**src/rpse_pkg.sv**
```systemverilog
package rpse_pkg;

    // default store depth
    localparam int CAPACITY = 64;

    // field widths
    localparam int FUNC_W  = 2;
    localparam int VALUE_W = 32;
    localparam int RND_W   = 31;
    localparam int STAT_W  = 2;
    localparam int COUNT_W = 7;

    // operation codes
    localparam logic [FUNC_W-1:0] FN_INSERT = 2'd0;
    localparam logic [FUNC_W-1:0] FN_REMOVE = 2'd1;
    localparam logic [FUNC_W-1:0] FN_GETRND = 2'd2;

    // result status codes
    localparam logic [STAT_W-1:0] ST_OK    = 2'd0;
    localparam logic [STAT_W-1:0] ST_MISS  = 2'd1;
    localparam logic [STAT_W-1:0] ST_FULL  = 2'd2;
    localparam logic [STAT_W-1:0] ST_EMPTY = 2'd3;

    // controller to datapath commands
    typedef struct packed {
        logic              start;
        logic              search;
        logic              ins;
        logic              rd_last;
        logic              move;
        logic              div_step;
        logic              fetch;
        logic              load_out;
        logic [STAT_W-1:0] status;
        logic              use_rd;
    } t_cmd;

    // datapath to controller status
    typedef struct packed {
        logic [FUNC_W-1:0] func;
        logic              cnt_zero;
        logic              cnt_full;
        logic              search_end;
        logic              found;
        logic              div_done;
        logic              out_free;
    } t_stat;

endpackage

```
**src/rpse_ctrl.sv**
```systemverilog
module rpse_ctrl (
    input  logic             i_clk,
    input  logic             i_rst_n,
    input  logic             i_valid,
    output logic             o_ready,
    input  rpse_pkg::t_stat  i_st,
    output rpse_pkg::t_cmd   o_cmd
);

    localparam logic [2:0] S_IDLE   = 3'd0;
    localparam logic [2:0] S_DECODE = 3'd1;
    localparam logic [2:0] S_SEARCH = 3'd2;
    localparam logic [2:0] S_LAST   = 3'd3;
    localparam logic [2:0] S_MOVE   = 3'd4;
    localparam logic [2:0] S_DIV    = 3'd5;
    localparam logic [2:0] S_FETCH  = 3'd6;
    localparam logic [2:0] S_RESP   = 3'd7;

    logic [2:0]                   r_state, n_state;
    logic [rpse_pkg::STAT_W-1:0]  r_status, n_status;
    logic                         r_use_rd, n_use_rd;

    // state and pending result code
    always_ff @(posedge i_clk) begin
        if (!i_rst_n) begin
            r_state  <= S_IDLE;
            r_status <= rpse_pkg::ST_OK;
            r_use_rd <= 1'b0;
        end else begin
            r_state  <= n_state;
            r_status <= n_status;
            r_use_rd <= n_use_rd;
        end
    end

    // next state and commands
    always_comb begin
        n_state  = r_state;
        n_status = r_status;
        n_use_rd = r_use_rd;
        o_cmd    = '0;
        o_ready  = 1'b0;
        unique case (r_state)
            S_IDLE: begin
                o_ready = 1'b1;
                if (i_valid) begin
                    o_cmd.start = 1'b1;
                    n_state     = S_DECODE;
                end
            end
            S_DECODE: begin
                n_use_rd = 1'b0;
                n_status = rpse_pkg::ST_OK;
                case (i_st.func) inside
                    rpse_pkg::FN_INSERT, rpse_pkg::FN_REMOVE: begin
                        n_state = S_SEARCH;
                    end
                    rpse_pkg::FN_GETRND: begin
                        if (i_st.cnt_zero) begin
                            n_status = rpse_pkg::ST_EMPTY;
                            n_state  = S_RESP;
                        end else begin
                            n_state = S_DIV;
                        end
                    end
                    default: begin
                        n_state = S_RESP;
                    end
                endcase
            end
            S_SEARCH: begin
                o_cmd.search = 1'b1;
                if (i_st.search_end) begin
                    if (i_st.func == rpse_pkg::FN_INSERT) begin
                        n_state = S_RESP;
                        if (i_st.found) begin
                            n_status = rpse_pkg::ST_MISS;
                        end else if (i_st.cnt_full) begin
                            n_status = rpse_pkg::ST_FULL;
                        end else begin
                            o_cmd.ins = 1'b1;
                            n_status  = rpse_pkg::ST_OK;
                        end
                    end else if (i_st.found) begin
                        n_state = S_LAST;
                    end else begin
                        n_status = rpse_pkg::ST_MISS;
                        n_state  = S_RESP;
                    end
                end
            end
            S_LAST: begin
                o_cmd.rd_last = 1'b1;
                n_state       = S_MOVE;
            end
            S_MOVE: begin
                o_cmd.move = 1'b1;
                n_status   = rpse_pkg::ST_OK;
                n_state    = S_RESP;
            end
            S_DIV: begin
                if (i_st.div_done) begin
                    n_state = S_FETCH;
                end else begin
                    o_cmd.div_step = 1'b1;
                end
            end
            S_FETCH: begin
                o_cmd.fetch = 1'b1;
                n_status    = rpse_pkg::ST_OK;
                n_use_rd    = 1'b1;
                n_state     = S_RESP;
            end
            S_RESP: begin
                o_cmd.status = r_status;
                o_cmd.use_rd = r_use_rd;
                if (i_st.out_free) begin
                    o_cmd.load_out = 1'b1;
                    n_state        = S_IDLE;
                end
            end
            default: begin
                n_state = S_IDLE;
            end
        endcase
    end

endmodule

```
**src/rpse_dp.sv**
```systemverilog
module rpse_dp #(
    parameter int CAPACITY = rpse_pkg::CAPACITY
) (
    input  logic                          i_clk,
    input  logic                          i_rst_n,
    input  rpse_pkg::t_cmd                i_cmd,
    output rpse_pkg::t_stat               o_st,
    input  logic [rpse_pkg::FUNC_W-1:0]   i_func,
    input  logic [rpse_pkg::VALUE_W-1:0]  i_value,
    input  logic [rpse_pkg::RND_W-1:0]    i_rnd,
    input  logic                          i_m_tready,
    output logic                          o_m_tvalid,
    output logic [rpse_pkg::STAT_W-1:0]   o_m_status,
    output logic [rpse_pkg::VALUE_W-1:0]  o_m_value,
    output logic [rpse_pkg::COUNT_W-1:0]  o_m_count
);

    localparam int AW  = $clog2(CAPACITY);
    localparam int CW  = $clog2(CAPACITY + 1);
    localparam int XW  = (CW > rpse_pkg::COUNT_W) ? CW : rpse_pkg::COUNT_W;
    localparam int RW  = rpse_pkg::RND_W;
    localparam int DCW = $clog2(RW + 1);

    // value store
    logic [rpse_pkg::VALUE_W-1:0] r_mem [CAPACITY];
    logic [rpse_pkg::VALUE_W-1:0] r_rdata;

    // request fields
    logic [rpse_pkg::FUNC_W-1:0]  r_func;
    logic [rpse_pkg::VALUE_W-1:0] r_val;

    // live count and search state
    logic [CW-1:0] r_count;
    logic [CW-1:0] r_sidx;
    logic [AW-1:0] r_pidx;
    logic [AW-1:0] r_pos;
    logic          r_pend;
    logic          r_found;

    // remainder unit
    logic [CW-1:0]  r_rem;
    logic [RW-1:0]  r_dvd;
    logic [DCW-1:0] r_dcnt;

    // output slot
    logic                          r_ovld;
    logic [rpse_pkg::STAT_W-1:0]   r_ostat;
    logic [rpse_pkg::VALUE_W-1:0]  r_oval;
    logic [rpse_pkg::COUNT_W-1:0]  r_ocnt;

    logic                          w_issue;
    logic                          w_hit;
    logic                          w_rd_en;
    logic [AW-1:0]                 w_raddr;
    logic                          w_we;
    logic [AW-1:0]                 w_waddr;
    logic [rpse_pkg::VALUE_W-1:0]  w_wdata;
    logic [CW-1:0]                 w_last;
    logic [CW:0]                   w_trial;
    logic [CW:0]                   w_diff;
    logic [XW-1:0]                 w_cnt_x;

    assign w_issue = i_cmd.search && !r_found && (r_sidx < r_count);
    assign w_hit   = i_cmd.search && r_pend && !r_found && (r_rdata == r_val);
    assign w_last  = r_count - CW'(1);
    assign w_trial = {r_rem, r_dvd[RW-1]};
    assign w_diff  = w_trial - {1'b0, r_count};
    assign w_cnt_x = XW'(r_count);

    // read port select
    always_comb begin
        w_rd_en = w_issue || i_cmd.rd_last || i_cmd.fetch;
        if (i_cmd.rd_last) begin
            w_raddr = w_last[AW-1:0];
        end else if (i_cmd.fetch) begin
            w_raddr = r_rem[AW-1:0];
        end else begin
            w_raddr = r_sidx[AW-1:0];
        end
    end

    // write port select
    always_comb begin
        w_we = i_cmd.ins || i_cmd.move;
        if (i_cmd.move) begin
            w_waddr = r_pos;
            w_wdata = r_rdata;
        end else begin
            w_waddr = r_count[AW-1:0];
            w_wdata = r_val;
        end
    end

    // store access
    always_ff @(posedge i_clk) begin
        if (w_we) begin
            r_mem[w_waddr] <= w_wdata;
        end
        if (w_rd_en) begin
            r_rdata <= r_mem[w_raddr];
        end
    end

    // control registers
    always_ff @(posedge i_clk) begin
        if (!i_rst_n) begin
            r_count <= '0;
            r_pend  <= 1'b0;
            r_found <= 1'b0;
            r_ovld  <= 1'b0;
        end else begin
            if (i_cmd.ins) begin
                r_count <= r_count + CW'(1);
            end else if (i_cmd.move) begin
                r_count <= w_last;
            end
            if (i_cmd.start) begin
                r_pend  <= 1'b0;
                r_found <= 1'b0;
            end else if (i_cmd.search) begin
                r_pend <= w_issue;
                if (w_hit) begin
                    r_found <= 1'b1;
                end
            end
            if (i_cmd.load_out) begin
                r_ovld <= 1'b1;
            end else if (i_m_tready) begin
                r_ovld <= 1'b0;
            end
        end
    end

    // payload registers
    always_ff @(posedge i_clk) begin
        if (i_cmd.start) begin
            r_func <= i_func;
            r_val  <= i_value;
            r_sidx <= '0;
            r_rem  <= '0;
            r_dvd  <= i_rnd;
            r_dcnt <= '0;
        end else begin
            if (w_issue) begin
                r_sidx <= r_sidx + CW'(1);
                r_pidx <= r_sidx[AW-1:0];
            end
            if (w_hit) begin
                r_pos <= r_pidx;
            end
            // one quotient bit a step
            if (i_cmd.div_step) begin
                r_dvd  <= {r_dvd[RW-2:0], 1'b0};
                r_dcnt <= r_dcnt + DCW'(1);
                if (!w_diff[CW]) begin
                    r_rem <= w_diff[CW-1:0];
                end else begin
                    r_rem <= w_trial[CW-1:0];
                end
            end
        end
        if (i_cmd.load_out) begin
            r_ostat <= i_cmd.status;
            r_oval  <= i_cmd.use_rd ? r_rdata : '0;
            r_ocnt  <= w_cnt_x[rpse_pkg::COUNT_W-1:0];
        end
    end

    // status to controller
    always_comb begin
        o_st.func       = r_func;
        o_st.cnt_zero   = (r_count == '0);
        o_st.cnt_full   = (r_count == CW'(CAPACITY));
        o_st.search_end = r_found || (!r_pend && (r_sidx >= r_count));
        o_st.found      = r_found;
        o_st.div_done   = (r_dcnt == DCW'(RW));
        o_st.out_free   = !r_ovld || i_m_tready;
    end

    assign o_m_tvalid = r_ovld;
    assign o_m_status = r_ostat;
    assign o_m_value  = r_oval;
    assign o_m_count  = r_ocnt;

`ifndef SYNTHESIS
    a_count_bound: assert property (@(posedge i_clk) disable iff (!i_rst_n)
        r_count <= CW'(CAPACITY))
        else $error("live count above capacity");

    a_ins_not_full: assert property (@(posedge i_clk) disable iff (!i_rst_n)
        i_cmd.ins |-> (r_count < CW'(CAPACITY)))
        else $error("append into a full store");

    a_move_nonempty: assert property (@(posedge i_clk) disable iff (!i_rst_n)
        i_cmd.move |-> (r_found && (r_count != '0)))
        else $error("slot move without a hit");

    a_pos_live: assert property (@(posedge i_clk) disable iff (!i_rst_n)
        (r_found && i_cmd.search) |-> (CW'(r_pos) < r_count))
        else $error("hit position outside live entries");

    a_load_shows: assert property (@(posedge i_clk) disable iff (!i_rst_n)
        i_cmd.load_out |=> r_ovld)
        else $error("result not presented after load");
`endif

endmodule

```
**src/random_pick_set_engine_top.sv**
```systemverilog
// channel   | dir | tdata (low bit up)                   | tuser
// s_axis    | in  | value[31:0], random_word[62:32], pad | func[1:0]
// m_axis    | out | value_out[31:0], count[38:32], pad   | status[1:0]
//
// insert and remove first search the store, reading one live entry a cycle
// through its single read port; a remove then moves the last entry to the hit
// slot in S_LAST and S_MOVE. get random runs the 31-step bit-serial remainder unit.
// one request is in work at a time; the next is taken while a result waits in the
// output register, and its result is held until the earlier one is taken.
// i_rst_n is synchronous, active low; it clears the count, the store is not cleared.
module random_pick_set_engine_top #(
    parameter int CAPACITY = rpse_pkg::CAPACITY
) (
    input  logic        i_clk,
    input  logic        i_rst_n,
    input  logic        i_s_axis_tvalid,
    output logic        o_s_axis_tready,
    input  logic [63:0] i_s_axis_tdata,  // value, random_word, zero pad
    input  logic [1:0]  i_s_axis_tuser,  // func
    output logic        o_m_axis_tvalid,
    input  logic        i_m_axis_tready,
    output logic [39:0] o_m_axis_tdata,  // value_out, count, zero pad
    output logic [1:0]  o_m_axis_tuser   // status
);

    rpse_pkg::t_cmd  w_cmd;
    rpse_pkg::t_stat w_st;

    logic [rpse_pkg::VALUE_W-1:0] w_oval;
    logic [rpse_pkg::COUNT_W-1:0] w_ocnt;

    // sequencer
    rpse_ctrl u_ctrl (
        .i_clk   (i_clk),
        .i_rst_n (i_rst_n),
        .i_valid (i_s_axis_tvalid),
        .o_ready (o_s_axis_tready),
        .i_st    (w_st),
        .o_cmd   (w_cmd)
    );

    // store, search, remainder and output slot
    rpse_dp #(
        .CAPACITY (CAPACITY)
    ) u_dp (
        .i_clk      (i_clk),
        .i_rst_n    (i_rst_n),
        .i_cmd      (w_cmd),
        .o_st       (w_st),
        .i_func     (i_s_axis_tuser),
        .i_value    (i_s_axis_tdata[31:0]),
        .i_rnd      (i_s_axis_tdata[62:32]),
        .i_m_tready (i_m_axis_tready),
        .o_m_tvalid (o_m_axis_tvalid),
        .o_m_status (o_m_axis_tuser),
        .o_m_value  (w_oval),
        .o_m_count  (w_ocnt)
    );

    assign o_m_axis_tdata = {1'b0, w_ocnt, w_oval};

endmodule
```
**config.mk**
```make
export PLATFORM = sky130hd
export DESIGN_NAME = random_pick_set_engine_top
export DESIGN_NICKNAME = d
export VERILOG_FILES = /design/src/rpse_pkg.sv /design/src/rpse_ctrl.sv /design/src/rpse_dp.sv /design/src/random_pick_set_engine_top.sv
export SDC_FILE = /design/constraint.sdc
export NUM_CORES = 2
export LEC_CHECK = 0
export ABC_AREA = 0
export BUFFER_PORTS_ARGS = -buffer_cell sky130_fd_sc_hd__buf_2
export CAP_MARGIN = 5
export CORE_AREA = 2 2 357 624
export CTS_BUF_LIST = sky130_fd_sc_hd__clkbuf_4 sky130_fd_sc_hd__clkbuf_8 sky130_fd_sc_hd__clkbuf_16
export CTS_CLUSTER_DIAMETER = 50
export DETAILED_ROUTE_END_ITERATION = 7
export DIE_AREA = 0 0 359 626
export SYNTH_ARGS = -nofsm -noshare
export SYNTH_HDL_FRONTEND = slang
export SYNTH_SLANG_ARGS = --single-unit
```
**constraint.sdc**
```tcl
create_clock -name i_clk -period 6 [get_ports i_clk]
set_input_delay 1.2 -clock i_clk [delete_from_list [all_inputs] [get_ports i_clk]]
set_output_delay 1.2 -clock i_clk [all_outputs]
set_load 0.05 [all_outputs]
```
# --- Word level (Yosys, flattened, before mapping) ---
# Memories as Yosys holds them, arrays and structs flattened. A register that Yosys moved wholly into a read port is not among the register bits.
# Cells that the tools add are included.
totals:
  n_memories: 1
  ramBits: 2048
  out_inout_bits: 44
  reg_bits: 153
  word_cells: 123
  input_bits: 70
memory_table:
  columns: ["memory", "words", "word_bits", "read_ports", "rd_ports_with_merged_regs", "wr", "line_no", "text"]
  rows:
  - ["u_dp.r_mem", 64, 32, 1, 1, 1, "rpse_dp.sv:25", "logic [rpse_pkg::VALUE_W-1:0] r_mem [CAPACITY];"]
classes:
  bitwise_logic: 2
  eq_ne: 17
  n_mux: 48
  addsub: 5
  order_cmp: 2
  n_reduce_logical: 30
op_table:
  columns: ["op", "count"]
  rows:
  - ["31-bit two-way mux", 2]
  - ["32-bit equality test", 1]
  - ["32-bit two-way mux", 1]
  - ["3-bit two-way mux", 8]
  - ["7-bit two-way mux", 3]
  - ["3-bit case mux with 7 select lines", 1]
  - ["2-bit two-way mux", 10]
  - ["6-bit two-way mux", 3]
  - ["1-bit two-way mux", 17]
  - ["7-bit by 1-bit adder with 7-bit output (second input constant)", 2]
  - ["3-bit equality test (second input constant)", 4]
  - ["2-bit nonzero test", 4]
  - ["8-bit by 7-bit subtractor with 8-bit output", 1]
  - ["7-bit equality test (second input constant)", 1]
  - ["7-bit >= comparator", 1]
  - ["7-bit zero test", 1]
  - ["7-bit < comparator", 1]
  - ["7-bit by 1-bit subtractor with 7-bit output (second input constant)", 1]
  - ["3-bit by 2-bit equality test with 1-bit output (second input constant)", 2]
  - ["1-bit logical AND", 6]
  - ["2-bit by 1-bit inequality test with 1-bit output (second input constant)", 3]
  - ["2-bit case mux with 3 select lines", 1]
  - ["2-bit AND reduction", 3]
  - ["2-bit OR reduction", 3]
  - ["17 further kinds", 24]

# --- Longest topological paths before layout ---
logic_depth:
  depth_word: 10
  depth_mapped: 16
  depth_no_buf: 11

# --- Modules after synthesis ---
# Synthesis repeated with hierarchy kept, for this count alone.
hier_totals:
  cells_unflattened: 4159
  area_unflattened_um2: 86631.8
by_module_without_submodules:
  columns: ["module", "seq_area_each_um2", "cells_each", "instances", "area_each_um2"]
  rows:
  - ["rpse_dp", 66583.9, 4088, 1, 86137.6]
  - ["rpse_ctrl", 120.1, 69, 1, 483.0]
  - ["random_pick_set_engine_top", 0.0, 2, 1, 11.3]

# --- Worst setup path before layout ---
# No wires, ideal clock.
synth_timing:
  path_kind: "register to register"
  from: "register u_ctrl.r_state[2]"
  to: "memory u_dp.r_mem[0][25] (netlist name), data pin"
  required_ns: 5.298
  path_buffers: 4
  path_stages_with_launch: 8
  period_less_slack_ns: 4.801
  arrival_time_ns: 4.099
  setup_ns: 0.702
  path_slack_ns: 1.199
  cell_sequence: "dfxtp_1 > buf_2 > buf_1 > nand2_1 > or2_2 > clkbuf_1 > clkbuf_1 > o21ai_0"
synth_between:
  elab_chain_len: 3
synth_lines:
  columns: ["element", "line_no", "text"]
  rows:
  - ["start: declaration", "rpse_ctrl.sv:19", "logic [2:0] r_state, n_state;"]
  - ["start signal: assignment", "rpse_ctrl.sv:30", "r_state <= n_state;"]
  - ["3-bit equality test", "rpse_ctrl.sv:43", "unique case (r_state)"]
  - ["1-bit two-way mux", "rpse_ctrl.sv:43", null]
  - ["32-bit two-way mux", "rpse_dp.sv:85", "if (i_cmd.move) begin"]
  - ["net u_dp.w_wdata, one bit", "rpse_dp.sv:57", "logic [rpse_pkg::VALUE_W-1:0] w_wdata;"]
  - ["end: declaration", "rpse_dp.sv:25", null]
# The timed path passes the listed nets, and every way through them passes these cells.

# --- Final worst setup path ---
layout_timing:
  from: "register u_dp.r_count[1]"
  to: "memory u_dp.r_mem[58][27] (netlist name), enable pin"
layout_between:
  elab_chain_len: 9
  word_cells_on_any_way: 13
  cone_classes: "1 x order compare; 1 x eq/ne; 8 x mux; 3 x reduce/logical"
layout_lines:
  columns: ["element", "line_no", "text"]
  rows:
  - ["start: declaration", "rpse_dp.sv:33", "logic [CW-1:0] r_count;"]
  - ["start signal: assignment", "rpse_dp.sv:113", "r_count <= r_count + CW'(1);"]
  - ["start signal: assignment", "rpse_dp.sv:115", "r_count <= w_last;"]
  - ["parallel branches: the longest is 9 deep, another holds 7-bit >= comparator", null, null]
# Parallel ways; which one is timed is not known.

==> results.sh <==
export IMPL_min_path_cells=0
export IMPL_syn_avg_cell_area_um2=12.6
export IMPL_viasPerCell=5.64
export IMPL_hpwl_um=163000
export IMPL_layout_min_cycle_time_ps=5080
export IMPL_ys_async_sr_fraction=0
export IMPL_cts_sink_count=2233
export IMPL_r2r_setup_slack_ps=920
export IMPL_holdCritStartpoint="u_dp.r_pidx[0]"
export IMPL_drt_total_wl_um=272000
export IMPL_required_ps=6480
export IMPL_critical_path_class="register to register"
export IMPL_grt_max_degree=123
export IMPL_synth_top_family_by_area="simple AND/OR/NAND/NOR gates"
export IMPL_grt_overflow=0
export IMPL_start_util=0.408
export IMPL_cts_resized=0
export IMPL_endpoint_kind="register"
export IMPL_grtUsageMet3=0.0289
export IMPL_r2r_end="u_dp.r_mem[58][27]"
export IMPL_hold_viol=0
export IMPL_status="finished, final reports clean"
export IMPL_drc=0
export IMPL_fill_cells=19300
export IMPL_peakVddDrop_uv=359
export IMPL_area_delta_synth_final_pct=12.9
export IMPL_setup_violations=0
export IMPL_clk_pin_slew_ps=60
export IMPL_fin_nets=7337
export IMPL_grt_use_met2=0.425
export IMPL_portBuffers=111
export IMPL_h_tree_depth=4
export IMPL_ys_seq_elements=2233
export IMPL_leakagePower_nw=34.5
export IMPL_muxShareOfSynthArea=0.00932
export IMPL_yosys_area_share_xor_xnor=0.00527
export IMPL_arrival_ps=5560
export IMPL_wl_per_cell_um=26.4
export IMPL_grtUsageTotal=0.237
export IMPL_cp_max_fo=20
export IMPL_fin_skew_ps=37.7
export IMPL_postSynthNetCount=7211
export IMPL_postSynthCellCount=7121
export IMPL_synth_ff_type="edfxtp_1"
export IMPL_grt_pass1_wl_um=390000
export IMPL_timing_max_cap_violations=0
export IMPL_layout_drive_gt1_share=0.109
export IMPL_multiInputGateArea_um2=21600
export IMPL_clock_latency_ps=850
export IMPL_vias=58000
export IMPL_r2r_start="u_dp.r_count[1]"
export IMPL_antenna_found_initial=12
export IMPL_synthSimpleGateAreaFrac=0.161
export IMPL_routabilityCongestion=0.900
export IMPL_synth_compound_area_share=0.0547
export IMPL_setup_tns_ps=0
export IMPL_synth_edf_count=2198
export IMPL_relSlewSlack=0.176
export IMPL_grt_setup_unrepaired="false"
export IMPL_syn_area_um2=89700
export IMPL_die_h_um=626
export IMPL_rows=228
export IMPL_hold_buffers=0
export IMPL_hp_class="register to register"
export IMPL_seq_area_frac_synth=0.744
export IMPL_yosysWarnings=0
export IMPL_slew_viol_final=0
export IMPL_die_area_um2=225000
export IMPL_ctsRootBufferMaster="clkbuf_16"
export IMPL_cp_startpoint="u_dp.r_count[1]"
export IMPL_first_pass_iters=6
export IMPL_post_cts_buffers=0
export IMPL_powerDensity_nw_per_um2=475
export IMPL_cts_made_buffers=192
export IMPL_ant_nets=0
export IMPL_finalCritPeriodShare=0.846
export IMPL_drt_iter0_markers=5841
export IMPL_synth_distinct_cells=75
export IMPL_final_cell_area_um2=101000
export IMPL_critPathLaunchType="register"
export IMPL_reg2regPathDepth=11
export IMPL_cts_tree="built"
export IMPL_die_width_um=359
export IMPL_regArea_um2=66700
export IMPL_cts_buffer_depth=4
export IMPL_core_area_um2=220000
export IMPL_grt_util_met1=0.258
export IMPL_post_synth_fa_ha_maj_area_fraction=0.00287
export IMPL_min_delay_worst_endpoint="u_dp.r_pos[0]"
export IMPL_fmax_ghz=0.197
export IMPL_tightest_slew_ps=1230
export IMPL_grt_pass1_vias=56600
export IMPL_io_pins=114
export IMPL_place_area_um2=95100
export IMPL_grt_busiest_layer="met2"
==> registers in the layout, summed over array words and instances (netlist names), 3 cells and up <==
name            count
u_ctrl.r_state      3
u_dp.o_m_count      7
u_dp.o_m_value     32
u_dp.r_count        7
u_dp.r_dcnt         5
u_dp.r_dvd         31
u_dp.r_mem       2048
u_dp.r_pidx         6
u_dp.r_pos          6
u_dp.r_rdata       32
u_dp.r_rem          7
u_dp.r_sidx         7
u_dp.r_val         32
==> cell families after synthesis <==
family          Yosys count
xor+xnor                 54
flops                  2233
buf+inv                 460
other cells               1
mux                      83
compound gates          833
fa+ha+maj                20
simple gates           3437
==> worst max-delay path by stage <==
stage | endpoint | slack [ps] | cells past startpoint
after global routing | u_dp.r_mem[58][26] | 750 | 11
after floorplan | u_dp.r_mem[0][25] | 1200 | 7
after CTS | u_dp.r_mem[1][19] | 990 | 12
after detailed placement | u_dp.r_mem[1][28] | 1010 | 12
after global placement | u_dp.r_mem[1][28] | 1050 | 12
final | u_dp.r_mem[58][27] | 920 | 11
==> area by class of cell <==
class | instances | area share
flip-flops and latches | 2233 | 0.659
inverters | 16 | 0.000593
diodes | 27 | 0.000667
well taps | 2875 | 0.0355
clock inverters | 99 | 0.00870
clock buffers | 239 | 0.0513
multi-input cells | 4428 | 0.214
repair buffers | 376 | 0.0308
==> cell usage in the layout (no fill, tap or decap), types with 34 or more instances in the layout <==
cell | Yosys | final
buf_12 | 0 | 46
o21ai_0 | 37 | 34
and3_1 | 59 | 59
buf_2 | 191 | 111
mux2i_1 | 79 | 79
edfxtp_1 | 2198 | 2198
o211ai_1 | 84 | 84
nor2_4 | 1 | 68
nor2_1 | 258 | 185
dfxtp_1 | 35 | 35
clkbuf_4 | 0 | 45
xnor2_1 | 43 | 43
nand2_1 | 2179 | 2147
clkbuf_16 | 0 | 194
a21oi_1 | 522 | 522
clkinv_1 | 1 | 48
nand3_1 | 794 | 794
buf_4 | 19 | 219
==> cell usage after synthesis (9+ instances only) <==
cell	count	area (µm²)
edfxtp_1	2198	66000
nand2_1	2179	8180
nand3_1	794	3970
a21oi_1	522	2610
nor2_1	258	968
buf_2	191	956
clkbuf_1	186	698
o211ai_1	84	631
mux2i_1	79	791
and3_1	59	369
buf_1	46	173
xnor2_1	43	377
o21ai_0	37	185
dfxtp_1	35	701
a31oi_1	33	206
a32oi_1	33	289
o22ai_1	33	206
nor3_1	31	155
nand4_1	26	163
o2111ai_1	20	175
buf_4	19	143
ha_1	19	238
nor4_1	18	113
nor2b_1	16	100
inv_1	15	56.3
xor2_1	11	96.3
o31ai_1	10	75.1
a21o_1	9	67.6
==> through the flow <==
stage | utilization | instances | hold slack (ps) | power (mW) | setup WS [ps]
2_1_floorplan | - | 7121 | 400 | 29.6 | 1200
3_3_place_gp | 0.432 | 9928 | 401 | 35.6 | 1050
3_5_place_dp | 0.432 | 9928 | 405 | 35.9 | 1010
4_1_cts | 0.460 | 10300 | 420 | 48.1 | 988
5_1_grt | 0.460 | 10300 | 434 | 49.9 | 748
6_report | 0.460 | 10300 | 419 | 48.1 | 923
==> layer usage <==
metal  wire length, µm  up-vias  share of wire
li1                  -    25900              -
met1             94200    29000           0.35
met2            139000     2463           0.51
met3             16400      669          0.060
met4             21900        6          0.081
met5                45        -        0.00017
==> report_power, final <==
part           switching, mW  internal (mW)
Clock                   5.58           6.79
Sequential             0.464           19.9
Combinational           11.4           3.90
Total                   17.4           30.6
==> worst max-delay path, cell delays in order (launching register included) <==
cell     delay [ps]
dfxtp_1         590
inv_1           290
ha_1            370
a21o_1          110
a21oi_1          60
or2_2           300
a21o_1          220
or2_2           370
o22ai_1         440
nand2_1         790
nor2_4          730
buf_4           430
No activity file was read; power rests on OpenSTA's default activity.
